--- config.mk ---
export PLATFORM = sky130hd
export DESIGN_NAME = lcg_permutation_generator
export DESIGN_NICKNAME = d
export VERILOG_FILES = /design/src/sv/lpg_pkg.sv /design/src/sv/lpg_ctrl.sv /design/src/sv/lpg_dpath.sv /design/src/sv/lcg_permutation_generator.sv
export VERILOG_INCLUDE_DIRS = /design/src /design/src/sv
export SDC_FILE = /design/constraint.sdc
export NUM_CORES = 2
export LEC_CHECK = 0
export BUFFER_PORTS_ARGS = -buffer_cell sky130_fd_sc_hd__buf_2
export CAP_MARGIN = 20
export CORE_UTILIZATION = 45
export CTS_CLUSTER_SIZE = 28
export DETAILED_ROUTE_END_ITERATION = 12
export PLACE_DENSITY = 0.71
export SLEW_MARGIN = 10
export SYNTH_ARGS = -nofsm -noshare
export SYNTH_HDL_FRONTEND = slang
export SYNTH_HIERARCHICAL = 1
export SYNTH_SLANG_ARGS = --single-unit
--- constraint.sdc ---
create_clock -name clk -period 19 [get_ports clk]
set_input_delay 3.8 -clock clk [delete_from_list [all_inputs] [get_ports clk]]
set_output_delay 3.8 -clock clk [all_outputs]
set_load 0.02 [all_outputs]
--- src/sv/lcg_permutation_generator_macros.svh ---
// lcg_permutation_generator_macros.svh
// Assertion macros shared by the permutation generator RTL; no other dependencies.
// Define NO_ASSERTIONS to compile every check away.
`ifndef LCG_PERMUTATION_GENERATOR_MACROS_SVH
`define LCG_PERMUTATION_GENERATOR_MACROS_SVH
`ifndef NO_ASSERTIONS
// Property that must hold at every clock edge outside reset
`define LPG_ASSERT(lbl, clk, rst, prop, msg) \
  lbl: assert property (@(posedge clk) disable iff (rst) prop) else $error(msg);
// Condition that must hold in the cycle after a trigger
`define LPG_ASSERT_NEXT(lbl, clk, rst, pre, post, msg) \
  lbl: assert property (@(posedge clk) disable iff (rst) (pre) |=> (post)) else $error(msg);
`else
`define LPG_ASSERT(lbl, clk, rst, prop, msg)
`define LPG_ASSERT_NEXT(lbl, clk, rst, pre, post, msg)
`endif
`endif

--- src/sv/lpg_pkg.sv ---
// lpg_pkg.sv
// Types, codes and constants shared by the permutation generator controller and datapath.
// No dependencies.
`default_nettype none

package lpg_pkg;

  localparam int DATA_W    = 32;
  localparam int CNT_W     = 7;
  localparam int KIND_W    = 2;
  localparam int CFG_IDX_W = 2;
  localparam int CTR_W     = 5;
  // Restoring remainder: one dividend bit per step
  localparam int MOD_STEPS = 32;
  // Index quotient: one bit per step, value below 2^CNT_W
  localparam int QUO_STEPS = CNT_W;

  // Request kinds
  localparam logic [KIND_W-1:0] KIND_RESEED = 2'd0;
  localparam logic [KIND_W-1:0] KIND_DRAW   = 2'd1;
  localparam logic [KIND_W-1:0] KIND_PERM   = 2'd2;
  // Spare code: accepted and dropped
  localparam logic [KIND_W-1:0] KIND_UNUSED = 2'd3;

  // Configuration register indexes
  localparam logic [CFG_IDX_W-1:0] CFG_MULTIPLIER   = 2'd0;
  localparam logic [CFG_IDX_W-1:0] CFG_INCREMENT    = 2'd1;
  localparam logic [CFG_IDX_W-1:0] CFG_HALF_MODULUS = 2'd2;

  // Configuration reset values
  localparam logic [DATA_W-1:0] MULTIPLIER_RESET   = 32'd69069;
  localparam logic [DATA_W-1:0] INCREMENT_RESET    = 32'd1;
  localparam logic [DATA_W-1:0] HALF_MODULUS_RESET = 32'h8000_0000;

  typedef enum logic [3:0] {
    ST_IDLE,
    ST_RES0,
    ST_MUL,
    ST_ADD,
    ST_CHK,
    ST_MOD,
    ST_MODFIN,
    ST_RES1,
    ST_FILL,
    ST_PMUL,
    ST_PDIV,
    ST_SWAPRD,
    ST_SWAPJ,
    ST_SWAPK,
    ST_EMITRD,
    ST_EMIT
  } state_t;

  typedef enum logic [1:0] {IDX_HOLD, IDX_CLEAR, IDX_INC, IDX_DEC} idx_op_t;
  typedef enum logic [1:0] {WR_NONE, WR_FILL, WR_J, WR_K} mem_wr_t;
  typedef enum logic [1:0] {RD_NONE, RD_SWAP, RD_EMIT} mem_rd_t;
  typedef enum logic {RES_SEED, RES_PERM} res_sel_t;

  typedef struct packed {
    logic     load_req;
    idx_op_t  idx_op;
    logic     mul_seed;
    logic     add_inc;
    logic     mod_start;
    logic     mod_step;
    logic     mod_fin;
    logic     pmul;
    logic     pdiv_step;
    mem_rd_t  mem_rd;
    mem_wr_t  mem_wr;
    logic     res_load;
    res_sel_t res_sel;
    logic     seed_from_value;
  } lpg_cmd_t;

  typedef struct packed {
    logic [KIND_W-1:0] kind_r;
    logic              in_count_zero;
    logic              idx_zero;
    logic              idx_last;
    logic              cnt_zero;
    logic              seed_ge_tm;
    logic              res_free;
  } lpg_status_t;

endpackage

`default_nettype wire

--- src/sv/lpg_ctrl.sv ---
// lpg_ctrl.sv
// Sequencer for reseed, draw and shuffle requests; drives the datapath by command struct.
// Depends on lpg_pkg and lcg_permutation_generator_macros.svh.
`default_nettype none
`include "lcg_permutation_generator_macros.svh"

module lpg_ctrl
  import lpg_pkg::*;
(
  input  logic              clk,
  input  logic              rst,
  input  logic              req_valid,
  input  logic [KIND_W-1:0] kind,
  output logic              req_stall,
  input  lpg_status_t       status,
  output lpg_cmd_t          cmd
);

  state_t state;
  state_t state_next;
  state_t after_draw;

  // State register
  always_ff @(posedge clk) begin
    if (rst) begin
      state <= ST_IDLE;
    end else begin
      state <= state_next;
    end
  end

  // Take a new request only when idle
  assign req_stall = (state != ST_IDLE);

  // A draw feeds either a single result or one shuffle step
  assign after_draw = (status.kind_r == KIND_DRAW) ? ST_RES1 : ST_PMUL;

  // Next state and commands
  always_comb begin
    state_next = state;
    cmd        = '0;
    case (state)
      ST_IDLE: begin
        if (req_valid) begin
          cmd.load_req = 1'b1;
          cmd.idx_op   = IDX_CLEAR;
          case (kind)
            KIND_RESEED: state_next = ST_RES0;
            KIND_DRAW:   state_next = ST_MUL;
            KIND_PERM: begin
              if (!status.in_count_zero) begin
                state_next = ST_FILL;
              end
            end
            default: ;
          endcase
        end
      end
      ST_RES0: begin
        if (status.res_free) begin
          cmd.res_load        = 1'b1;
          cmd.res_sel         = RES_SEED;
          cmd.seed_from_value = 1'b1;
          state_next          = ST_IDLE;
        end
      end
      ST_MUL: begin
        cmd.mul_seed = 1'b1;
        state_next   = ST_ADD;
      end
      ST_ADD: begin
        cmd.add_inc = 1'b1;
        state_next  = ST_CHK;
      end
      ST_CHK: begin
        if (status.seed_ge_tm) begin
          cmd.mod_start = 1'b1;
          state_next    = ST_MOD;
        end else begin
          state_next = after_draw;
        end
      end
      ST_MOD: begin
        cmd.mod_step = 1'b1;
        if (status.cnt_zero) begin
          state_next = ST_MODFIN;
        end
      end
      ST_MODFIN: begin
        cmd.mod_fin = 1'b1;
        state_next  = after_draw;
      end
      ST_RES1: begin
        if (status.res_free) begin
          cmd.res_load = 1'b1;
          cmd.res_sel  = RES_SEED;
          state_next   = ST_IDLE;
        end
      end
      ST_FILL: begin
        cmd.mem_wr = WR_FILL;
        if (status.idx_last) begin
          state_next = ST_MUL;
        end else begin
          cmd.idx_op = IDX_INC;
        end
      end
      ST_PMUL: begin
        cmd.pmul   = 1'b1;
        state_next = ST_PDIV;
      end
      ST_PDIV: begin
        cmd.pdiv_step = 1'b1;
        if (status.cnt_zero) begin
          state_next = ST_SWAPRD;
        end
      end
      ST_SWAPRD: begin
        cmd.mem_rd = RD_SWAP;
        state_next = ST_SWAPJ;
      end
      ST_SWAPJ: begin
        cmd.mem_wr = WR_J;
        state_next = ST_SWAPK;
      end
      ST_SWAPK: begin
        cmd.mem_wr = WR_K;
        if (status.idx_zero) begin
          cmd.idx_op = IDX_CLEAR;
          state_next = ST_EMITRD;
        end else begin
          cmd.idx_op = IDX_DEC;
          state_next = ST_MUL;
        end
      end
      ST_EMITRD: begin
        cmd.mem_rd = RD_EMIT;
        state_next = ST_EMIT;
      end
      ST_EMIT: begin
        if (status.res_free) begin
          cmd.res_load = 1'b1;
          cmd.res_sel  = RES_PERM;
          if (status.idx_last) begin
            state_next = ST_IDLE;
          end else begin
            cmd.idx_op = IDX_INC;
            state_next = ST_EMITRD;
          end
        end
      end
      default: state_next = ST_IDLE;
    endcase
  end

  `LPG_ASSERT_NEXT(a_perm_start, clk, rst, req_valid && !req_stall && kind == KIND_PERM && !status.in_count_zero, state == ST_FILL, "shuffle request did not start the fill")
  `LPG_ASSERT_NEXT(a_shuffle_done, clk, rst, state == ST_SWAPK && status.idx_zero, state == ST_EMITRD && cmd.mem_rd == RD_EMIT, "last swap not followed by emission")

endmodule

`default_nettype wire

--- src/sv/lpg_dpath.sv ---
// lpg_dpath.sv
// Datapath: configuration, seed, LCG step, remainder and index dividers, store, result register.
// Depends on lpg_pkg and lcg_permutation_generator_macros.svh.
`default_nettype none
`include "lcg_permutation_generator_macros.svh"

module lpg_dpath
  import lpg_pkg::*;
#(
  parameter int MAX_COUNT = 64
)
(
  input  logic                 clk,
  input  logic                 rst,
  input  lpg_cmd_t             cmd,
  output lpg_status_t          status,
  input  logic [KIND_W-1:0]    kind,
  input  logic [DATA_W-1:0]    value,
  input  logic [CNT_W-1:0]     count,
  input  logic                 cfg_write,
  input  logic [CFG_IDX_W-1:0] cfg_index,
  input  logic [DATA_W-1:0]    cfg_data,
  output logic                 res_valid,
  input  logic                 res_stall,
  output logic [DATA_W-1:0]    data,
  output logic                 last
);

  localparam int AW    = (MAX_COUNT > 1) ? $clog2(MAX_COUNT) : 1;
  localparam int NUM_W = DATA_W + CNT_W;
  localparam logic [CNT_W-1:0] N_MAX = CNT_W'(MAX_COUNT);

  logic [DATA_W-1:0] multiplier;
  logic [DATA_W-1:0] increment;
  logic [DATA_W-1:0] half_modulus;
  logic [DATA_W:0]   two_m;

  logic [KIND_W-1:0] kind_r;
  logic [DATA_W-1:0] value_r;
  logic [CNT_W-1:0]  n_r;
  logic [CNT_W-1:0]  n_sat;

  logic [DATA_W-1:0] seed;
  logic [DATA_W-1:0] prod;
  logic [DATA_W-1:0] step_sum;
  logic [DATA_W-1:0] seed_step;

  logic [CNT_W-1:0]  idx;
  logic [CNT_W-1:0]  idx_plus;
  logic [CTR_W-1:0]  cnt;

  logic [DATA_W-1:0] dvd;
  logic [DATA_W-1:0] rem;
  logic [DATA_W:0]   rem_sh;
  logic [DATA_W:0]   rem_sub;
  logic              rem_ge;

  logic [NUM_W-1:0]  num;
  logic [NUM_W-1:0]  dsh;
  logic              num_ge;
  logic [CNT_W-1:0]  quo;
  logic [CNT_W-1:0]  j_clamp;

  logic [AW-1:0]     perm_mem [MAX_COUNT];
  logic [AW-1:0]     j;
  logic [AW-1:0]     rd_a;
  logic [AW-1:0]     rd_b;
  logic [AW-1:0]     rd_addr_a;
  logic [AW-1:0]     wr_addr;
  logic [AW-1:0]     wr_data;
  logic              wr_en;
  logic              res_free;

  // Configuration registers
  always_ff @(posedge clk) begin
    if (rst) begin
      multiplier   <= MULTIPLIER_RESET;
      increment    <= INCREMENT_RESET;
      half_modulus <= HALF_MODULUS_RESET;
    end else if (cfg_write) begin
      case (cfg_index)
        CFG_MULTIPLIER:   multiplier   <= cfg_data;
        CFG_INCREMENT:    increment    <= cfg_data;
        CFG_HALF_MODULUS: half_modulus <= cfg_data;
        default: ;
      endcase
    end
  end

  // Modulus 2M, with a zero half modulus taken as one
  assign two_m = {(half_modulus == '0) ? DATA_W'(1) : half_modulus, 1'b0};

  // Latch the request; saturate the permutation length
  assign n_sat = (count > N_MAX) ? N_MAX : count;

  always_ff @(posedge clk) begin
    if (cmd.load_req) begin
      kind_r  <= kind;
      value_r <= value;
      n_r     <= n_sat;
    end
  end

  // LCG step: product registered, then add; a zero result steps once more, giving increment
  assign step_sum  = prod + increment;
  assign seed_step = (step_sum == '0) ? increment : step_sum;

  always_ff @(posedge clk) begin
    if (cmd.mul_seed) begin
      prod <= multiplier * seed;
    end
  end

  // Seed register
  always_ff @(posedge clk) begin
    if (rst) begin
      seed <= '0;
    end else if (cmd.add_inc) begin
      seed <= seed_step;
    end else if (cmd.mod_fin) begin
      seed <= rem + 1'b1;
    end else if (cmd.res_load && cmd.seed_from_value) begin
      seed <= value_r;
    end
  end

  // Step counter shared by both dividers
  always_ff @(posedge clk) begin
    if (cmd.mod_start) begin
      cnt <= CTR_W'(MOD_STEPS - 1);
    end else if (cmd.pmul) begin
      cnt <= CTR_W'(QUO_STEPS - 1);
    end else if (cmd.mod_step || cmd.pdiv_step) begin
      cnt <= cnt - 1'b1;
    end
  end

  // Restoring remainder of (seed - 1) by 2M, one bit a cycle
  assign rem_sh  = {rem, dvd[DATA_W-1]};
  assign rem_ge  = (rem_sh >= two_m);
  assign rem_sub = rem_sh - two_m;

  always_ff @(posedge clk) begin
    if (cmd.mod_start) begin
      dvd <= seed - 1'b1;
      rem <= '0;
    end else if (cmd.mod_step) begin
      dvd <= {dvd[DATA_W-2:0], 1'b0};
      rem <= rem_ge ? rem_sub[DATA_W-1:0] : rem_sh[DATA_W-1:0];
    end
  end

  // Index: seed*(k+1) / 2M, quotient below 2^CNT_W, one bit a cycle
  assign idx_plus = idx + 1'b1;
  assign num_ge   = (num >= dsh);

  always_ff @(posedge clk) begin
    if (cmd.pmul) begin
      num <= {{CNT_W{1'b0}}, seed} * {{DATA_W{1'b0}}, idx_plus};
      dsh <= {two_m, {(CNT_W-1){1'b0}}};
      quo <= '0;
    end else if (cmd.pdiv_step) begin
      if (num_ge) begin
        num <= num - dsh;
      end
      dsh <= dsh >> 1;
      quo <= {quo[CNT_W-2:0], num_ge};
    end
  end

  // Clamp the index to k
  assign j_clamp = (quo > idx) ? idx : quo;

  // Entry counter
  always_ff @(posedge clk) begin
    case (cmd.idx_op)
      IDX_CLEAR: idx <= '0;
      IDX_INC:   idx <= idx + 1'b1;
      IDX_DEC:   idx <= idx - 1'b1;
      default:   ;
    endcase
  end

  // Permutation store: one write port, two registered read ports
  assign rd_addr_a = (cmd.mem_rd == RD_SWAP) ? j_clamp[AW-1:0] : idx[AW-1:0];

  always_comb begin
    wr_en   = 1'b1;
    wr_addr = idx[AW-1:0];
    wr_data = idx[AW-1:0];
    case (cmd.mem_wr)
      WR_FILL: begin
        wr_addr = idx[AW-1:0];
        wr_data = idx[AW-1:0];
      end
      WR_J: begin
        wr_addr = j;
        wr_data = rd_b;
      end
      WR_K: begin
        wr_addr = idx[AW-1:0];
        wr_data = rd_a;
      end
      default: wr_en = 1'b0;
    endcase
  end

  always_ff @(posedge clk) begin
    if (wr_en) begin
      perm_mem[wr_addr] <= wr_data;
    end
  end

  always_ff @(posedge clk) begin
    if (cmd.mem_rd == RD_SWAP || cmd.mem_rd == RD_EMIT) begin
      rd_a <= perm_mem[rd_addr_a];
    end
    if (cmd.mem_rd == RD_SWAP) begin
      rd_b <= perm_mem[idx[AW-1:0]];
      j    <= j_clamp[AW-1:0];
    end
  end

  // Result register: refill as soon as the held transfer completes
  assign res_free = !res_valid || !res_stall;

  always_ff @(posedge clk) begin
    if (rst) begin
      res_valid <= 1'b0;
    end else if (cmd.res_load) begin
      res_valid <= 1'b1;
    end else if (!res_stall) begin
      res_valid <= 1'b0;
    end
  end

  always_ff @(posedge clk) begin
    if (cmd.res_load) begin
      if (cmd.res_sel == RES_PERM) begin
        data <= DATA_W'(rd_a);
        last <= status.idx_last;
      end else begin
        data <= seed;
        last <= 1'b1;
      end
    end
  end

  // Status to the controller
  assign status.kind_r        = kind_r;
  assign status.in_count_zero = (count == '0);
  assign status.idx_zero      = (idx == '0);
  assign status.idx_last      = (idx == n_r - 1'b1);
  assign status.cnt_zero      = (cnt == '0);
  assign status.seed_ge_tm    = ({1'b0, seed} >= two_m);
  assign status.res_free      = res_free;

  `LPG_ASSERT(a_load_free, clk, rst, cmd.res_load |-> res_free, "result loaded over a pending transfer")
  `LPG_ASSERT_NEXT(a_reduce_range, clk, rst, cmd.mod_fin, seed != '0 && seed <= $past(two_m), "reduced seed outside one to 2M")
  `LPG_ASSERT_NEXT(a_perm_range, clk, rst, cmd.res_load && cmd.res_sel == RES_PERM, data < DATA_W'(n_r), "permutation element out of range")

endmodule

`default_nettype wire

--- src/sv/lcg_permutation_generator.sv ---
// A reseed result is loaded once the output register is free; a draw passes multiply, add and check,
// and the 32-step remainder unit (one bit per cycle) when the seed needs reducing.
// Permutation of n entries: n fill writes, then per entry a draw, the 7-step index divider and a
// swap written in turn on the store's single write port; then each element is read and loaded.
// One request at a time; the next is taken once the last result sits in the output register.
// Reset: registers to defaults, seed zero; the permutation store is not cleared.
`default_nettype none

module lcg_permutation_generator
  import lpg_pkg::*;
#(
  parameter int MAX_COUNT = 64
)
(
  input  logic                 clk,
  input  logic                 rst,
  input  logic                 req_valid,
  output logic                 req_stall,
  input  logic [KIND_W-1:0]    kind,
  input  logic [DATA_W-1:0]    value,
  input  logic [CNT_W-1:0]     count,
  output logic                 res_valid,
  input  logic                 res_stall,
  output logic [DATA_W-1:0]    data,
  output logic                 last,
  input  logic                 cfg_write,
  input  logic [CFG_IDX_W-1:0] cfg_index,
  input  logic [DATA_W-1:0]    cfg_data
);

  lpg_cmd_t    cmd;
  lpg_status_t status;

  // Sequencer
  lpg_ctrl u_ctrl (
    .clk       (clk),
    .rst       (rst),
    .req_valid (req_valid),
    .kind      (kind),
    .req_stall (req_stall),
    .status    (status),
    .cmd       (cmd)
  );

  // Arithmetic, store and result register
  lpg_dpath #(
    .MAX_COUNT (MAX_COUNT)
  ) u_dpath (
    .clk       (clk),
    .rst       (rst),
    .cmd       (cmd),
    .status    (status),
    .kind      (kind),
    .value     (value),
    .count     (count),
    .cfg_write (cfg_write),
    .cfg_index (cfg_index),
    .cfg_data  (cfg_data),
    .res_valid (res_valid),
    .res_stall (res_stall),
    .data      (data),
    .last      (last)
  );

endmodule

`default_nettype wire

* Yosys cells after proc, flatten, opt, wreduce, memory -nomap -nowiden *
Memory sizes are Yosys's and may differ from the RTL's. A register that Yosys moved wholly into a read port is not among the register bits.
Index checks and enable logic that the tools add are counted.

cells by class
  reduce and logical (&&, ||, !) cells = 29
  add/subtract/negate cells = 9
  eq/ne operators = 38
  magnitude comparators = 5
  muxes and demuxes = 60
  multiply operators = 2

operators with widths
  cell                                                  number
  two-way mux 32 bit                                    8
  two-way mux 39 bit                                    5
  logical NOT 32 bit                                    2
  one-hot mux 4 bit (15 select lines)                   1
  two-way mux 4 bit                                     11
  greater-or-equal comparator 39 bit                    1
  multiplier 32 x 7 -> 39 bit                           1
  subtractor 39 bit                                     1
  greater-or-equal comparator 32 x 33 -> 1 bit          1
  greater-or-equal comparator 33 bit                    1
  adder 32 x 1 -> 32 bit (second input constant)        1
  adder 32 bit                                          1
  equality test 4 bit (second input constant)           8
  multiplier 32 x 32 -> 32 bit                          1
  subtractor 32 x 1 -> 32 bit (second input constant)   1
  subtractor 32 bit                                     1
  two-way mux 6 bit                                     4
  one-hot mux 7 bit (3 select lines)                    1
  equality test 4 x 3 -> 1 bit (second input constant)  4
  two-way mux 1 bit                                     15
  equality test 2 bit (second input constant)           7
  logical NOT 7 bit                                     2
  subtractor 7 x 1 -> 7 bit (second input constant)     2
  equality test 2 x 1 -> 1 bit (second input constant)  6
  32 further kinds                                      57

word-level totals
  memory bits (writable) = 384
  memories = 1
  register bits = 406
  input port bits = 80
  output and inout port bits = 35
  logic and storage cells = 167

memories
  memory            words  width  read ports  clocked after memory_dff  wr ports  RTL line         RTL
  u_dpath.perm_mem  64     6      2           2                         1         lpg_dpath.sv:64  logic [AW-1:0] perm_mem [MAX_COUNT];

* Logic depth before layout (Yosys ltp) *
  depth after elaboration = 8
  mapped depth = 30
  depth with buffers taken out = 26

* By module *
The synthesis kept the hierarchy.

by module, submodules not included
  module     instances  cells an instance  area each (um^2)  seq. area each (um^2)
  lpg_dpath  1          6,563              65,387.7          22,161.3
  lpg_ctrl   1          99                 693.2             80.1

* Worst setup path before layout *
Ideal clock, no wire load.

  kind = reg2reg
  start point = reg u_dpath.idx[0]
  end point = reg u_dpath.num[33], data pin
  setup time = 0.269 ns
  cell stages (with the launch flop) = 31
  buffers on the path = 7
  clock period less this slack = 7.403 ns
  data arrival time = 7.134 ns
  setup slack = 11.597 ns
  required time = 18.731 ns
  path through = edfxtp_1 > clkbuf_1 > clkbuf_1 > clkbuf_1 > inv_1 > clkbuf_1 > buf_1 > ha_1 > clkbuf_1 > clkbuf_1 > and2_1 > fa_1 > inv_1 > fa_1 > inv_1 > fa_1 > inv_1 > fa_1 > inv_1 > ha_1 > o21a_1 > o21ai_0 > nor3_1 > a21oi_1 > o31a_1 > o21ai_0 > a31o_2 > a21oi_1 > o31ai_1 > xnor2_1 > mux2i_1

between the ends
  cells in the longest elaborated chain, start to end = 3

RTL lines
  what                         RTL line          RTL
  start, declared              lpg_dpath.sv:48   logic [CNT_W-1:0] idx;
  start signal, assigned       lpg_dpath.sv:178  IDX_INC: idx <= idx + 1'b1;
  start signal, assigned       lpg_dpath.sv:179  IDX_DEC: idx <= idx - 1'b1;
  adder 7 x 1 -> 7 bit         lpg_dpath.sv:154  assign idx_plus = idx + 1'b1;
  multiplier 32 x 7 -> 39 bit  lpg_dpath.sv:159  num <= {{CNT_W{1'b0}}, seed} * {{DATA_W{1'b0}}, idx_plus};
  two-way mux 39 bit           lpg_dpath.sv:158  if (cmd.pmul) begin
  end signal, assigned         lpg_dpath.sv:159
  end signal, assigned         lpg_dpath.sv:164  num <= num - dsh;
  end, declared                lpg_dpath.sv:58   logic [NUM_W-1:0] num;

No other way between the ends.
A chain may end at the register's enable or synchronous reset.

* Worst setup path after layout *
  start point = reg u_dpath.seed[6]
  end point = reg u_dpath.prod[29], data pin

between the ends
  cells in the longest elaborated chain, start to end = 1

RTL lines
  what                          RTL line          RTL
  start, declared               lpg_dpath.sv:43   logic [DATA_W-1:0] seed;
  start signal, assigned        lpg_dpath.sv:119  seed <= seed_step;
  start signal, assigned        lpg_dpath.sv:121  seed <= rem + 1'b1;
  start signal, assigned        lpg_dpath.sv:123  seed <= value_r;
  multiplier 32 x 32 -> 32 bit  lpg_dpath.sv:110  prod <= multiplier * seed;
  end signal, assigned          lpg_dpath.sv:110
  end, declared                 lpg_dpath.sv:44   logic [DATA_W-1:0] prod;

No other way between the ends.

==> key figures <==
Place
  • Cell total after placement: 8410
  • GPL Wtd Cong: 0.973
  • Detail Placement HPWL: around 150 mm
  • # port buffers: 114
  • Placed cell area: approximately 0.069 sq mm

STA
  • Fin crit period: about 8300 ps
  • Fmax: 121 MHz
  • Setup TNS: 0 ps
  • Worst-margin pin slew: 1300 ps
  • Period utilisation layout: 43.4%
  • Worst rel slew slack: 11.4%
  • Worst Clk Skew: a little under 80 ps
  • Max Slew Vio Count: 0
  • RSZ-0062 raised after global routing: false
  • Setup violations, final: 0
  • Final hold viol count: 0

Pwr
  • Comb power frac: 55.2%
  • VDD IR-drop max: 0.102 mV
  • Power share of the sequential group: between 20% and 30%
  • Leakage: about 30 nW
  • Sw Share: 45.1%
  • Pwr dens: ~140 mW/mm^2
  • Switching power: 0.00444 W
  • Power share of the clock group: 19.0%
  • Overall power: 0.00984 W
  • Internal: 0.00540 W

Setup path
  • CP most frequent cell: fa_1
  • Crit-path slowest cell: dfxtp_1
  • CP max FO: 26
  • Top delay family on crit path: adder cells
  • CP startpoint kind: flop
  • CP Data Required Time: between 15000 and 20000 ps
  • Crit-path cells: buf_4 > and2_1 > fa_1 > fa_1 > fa_1 > inv_1 > fa_1 > inv_1 > fa_1 > inv_1 > fa_1 > inv_1 > fa_1 > fa_1 > ha_1 > and3_1 > and4_1 > a221oi_1 > o31ai_1 > or4_1 > a31o_2 > a21oi_1 > xnor2_1
  • Crit. End Element: flop
  • Worst R2R Path Depth: 23
  • Arr. time, crit path: 8680 ps
  • Crit Reg-Reg Startpoint: u_dpath/seed[6]$_SDFFE_PP0P_
  • Crit Path Class: reg -> reg
  • WP buf/inv: 5
  • Critical Path Max Stage Delay: 810 ps
  • WP depth: 23
  • Setup slack, reg-to-reg: roughly 11000 ps
  • Worst reg2reg path endpoint: u_dpath/prod[29]$_DFFE_PP_

Floorplanning
  • DIE WIDTH: 385 um
  • Starting density of the core: 45.3%
  • Die ar.: 0.148 sq mm
  • I/O pin cnt: roughly 120
  • Core area: 0.146 sq mm
  • # rows: 140
  • Die H: between 300 and 400 um

Cells and area
  • Area occupied by multi-input gates: about 0.040 sq mm
  • Fill cell instance count of the final layout: 13100
  • Post-route cell area: 0.0719 sq mm
  • Final net count: roughly 7600
  • Layout area overhead: 8.76%
  • Share of cells above drive strength 1: 8.97%
  • Storage element area: 0.0222 sq mm
  • Fin util: 49.3%
  • Final Non-Filler Cells: 8585

Hold path
  • HP Class: reg -> reg
  • Hold path depth: 2
  • Hold Crit Endpoint: u_dpath/seed[25]$_SDFFE_PP0P_
  • HP Start: u_dpath/increment[25]$_SDFFE_PP0P_

Global routing
  • First-pass GRT wire length: approximately 320 mm
  • Largest net degree at the start of global routing: 110
  • Vias in the first global route: 50700
  • Total gr overflow: 0
  • All-Layer GR Usage: 28.3%
  • Antenna violations before repair: 11

Clock tree
  • Clock sink count: 802
  • CTS Hold Bufs: 0
  • H-tree depth: 3
  • Post-CTS Resized: 0
  • Clock Path Buffers: 3
  • CTS buffer count: 88
  • Worst skew pair latency: between 700 and 800 ps
  • CTS tree: built
  • CTS root buf: clkbuf_16
  • Postcts setup bufs: 0
  • Clk slew on worst S/H paths: approximately 60 ps

Yosys
  • Most frequent cell after synthesis: nand2_1
  • Cell area after synthesis: ~0.066 sq mm
  • Yosys top cell area share: 28.1%
  • Main flop type after synthesis: edfxtp_1
  • Register area share after synthesis: 33.7%
  • Yosys top cell by area: edfxtp_1
  • Mapped Nets: about 7600
  • Post-synth EDFFs: 618
  • Synth top cells by count: nand2_1, inv_1, edfxtp_1, fa_1, and2_1
  • #FFs+latches synth: 802
  • Cell count after synthesis: 6662
  • Ranking of synthesized cells by area: edfxtp_1, fa_1, ha_1
  • Unique cell type count in the Yosys netlist: 97
  • Syn_area_per_cell: between 9 and 10 sq um
  • Ys async rst share: 0%
  • Synth warn: 6

Route
  • Average wire per standard cell: 24.5 um
  • Via count: around 52000
  • Remaining DRCs: 0
  • Remaining antenna violation count after routing: 0
  • Detailed-route wire length: roughly 210 mm
  • Drt first pass iters: 6
  • Number of vias per cell: 6.00
  • Drt first-iter violations: 6488

Run
  • Max Cap Viol: 0

Status
  • Status: finished, final reports clean
==> layout by cell type (no fill, tap or decap), types with 112 or more instances in the layout <==
cell type,Yosys,layout
nor2_1,316,312
ha_1,333,333
nand2_1,992,990
fa_1,560,560
inv_1,782,781
mux2i_1,113,112
mux4_2,126,126
dfxtp_1,184,183
and2_1,384,383
edfxtp_1,618,618
xnor2_1,171,167
o21ai_0,203,202
buf_2,7,114
a21oi_1,356,347
==> power by group through the flow <==
stage	logic, W	clock network [W]	registers (W)
CTS	0.00533	0.00189	0.00253
floorplan	0.00373	0	0.00247
detailed placement	0.00527	0	0.00256
global placement	0.00519	0	0.00256
finish	0.00543	0.00187	0.00254
global route	0.00591	0.00195	0.00255
==> how the worst max path moves through the flow <==
stage                                 start                          to
2_1_floorplan      u_dpath/idx[0]$_DFFE_PP_   u_dpath/num[33]$_DFFE_PP_
3_3_place_gp   u_dpath/seed[6]$_SDFFE_PP0P_  u_dpath/prod[29]$_DFFE_PP_
3_5_place_dp   u_dpath/seed[6]$_SDFFE_PP0P_  u_dpath/prod[29]$_DFFE_PP_
4_1_cts        u_dpath/seed[6]$_SDFFE_PP0P_  u_dpath/prod[29]$_DFFE_PP_
5_1_grt        u_dpath/seed[6]$_SDFFE_PP0P_  u_dpath/prod[29]$_DFFE_PP_
6_report       u_dpath/seed[6]$_SDFFE_PP0P_  u_dpath/prod[29]$_DFFE_PP_
==> kinds of logic after synthesis <==
logic type,Yosys count,share of synthesized area (%)
compound gates,1105,11.0
xor+xnor,269,3.57
fa+ha+maj,893,23.3
buf+inv,1179,6.77
flops,802,33.7
mux,249,6.18
simple gates,2165,15.6
==> stage by stage <==
step,setup slack [ps],hold WS (ps)
2_1_floorplan,11600,437
3_3_place_gp,11010,448
3_5_place_dp,10930,458
4_1_cts,10900,452
5_1_grt,10560,465
6_report,10750,459
==> flip-flops by register name, summed over array words and instances, names as in the netlist, 5 cells and up <==
signal                count
u_dpath/dsh              39
u_dpath/value_r          32
u_dpath/multiplier       32
u_dpath/idx               7
u_dpath/n_r               7
u_dpath/data             32
u_dpath/dvd              32
u_dpath/num              39
u_dpath/j                 6
u_dpath/half_modulus     32
u_dpath/perm_mem        384
u_dpath/increment        32
u_dpath/rem              32
u_dpath/rd_b              6
u_dpath/cnt               5
u_dpath/seed             32
u_dpath/rd_a              6
u_dpath/prod             32
u_dpath/quo               7
==> final cells by class <==
cell class                      count  share of cell area (%)
Antenna cell                        4                  0.0139
Clock buffer                      106                    3.26
Clock inverter                     60                    1.16
Inverter                          785                    4.10
Multi-Input combinational cell   4681                    55.1
Sequential cell                   802                    30.9
Tap cell                         1917                    3.34
Timing Repair Buffer              230                    2.06
==> worst reg2reg max path: stages (launching register included) <==
cell      delay (ps)
dfxtp_1          810
buf_4            460
and2_1           220
fa_1             450
fa_1             490
fa_1             510
inv_1             50
fa_1             470
inv_1             60
fa_1             530
inv_1             60
fa_1             530
inv_1             50
fa_1             500
fa_1             420
ha_1             350
and3_1           200
and4_1           210
a221oi_1         430
o31ai_1          250
or4_1            460
a31o_2           250
a21oi_1          170
xnor2_1           80
==> metal layers <==
metal | track usage (%) | up-vias | wire, um
met5 | 0 | - | 69
met4 | 11.8 | 10 | 9870
met3 | 8.37 | 522 | 26800
met2 | 41.5 | 3120 | 89300
met1 | 39.1 | 25400 | 84700
li1 | - | 22400 | -
(Power assumes the default switching activity.)
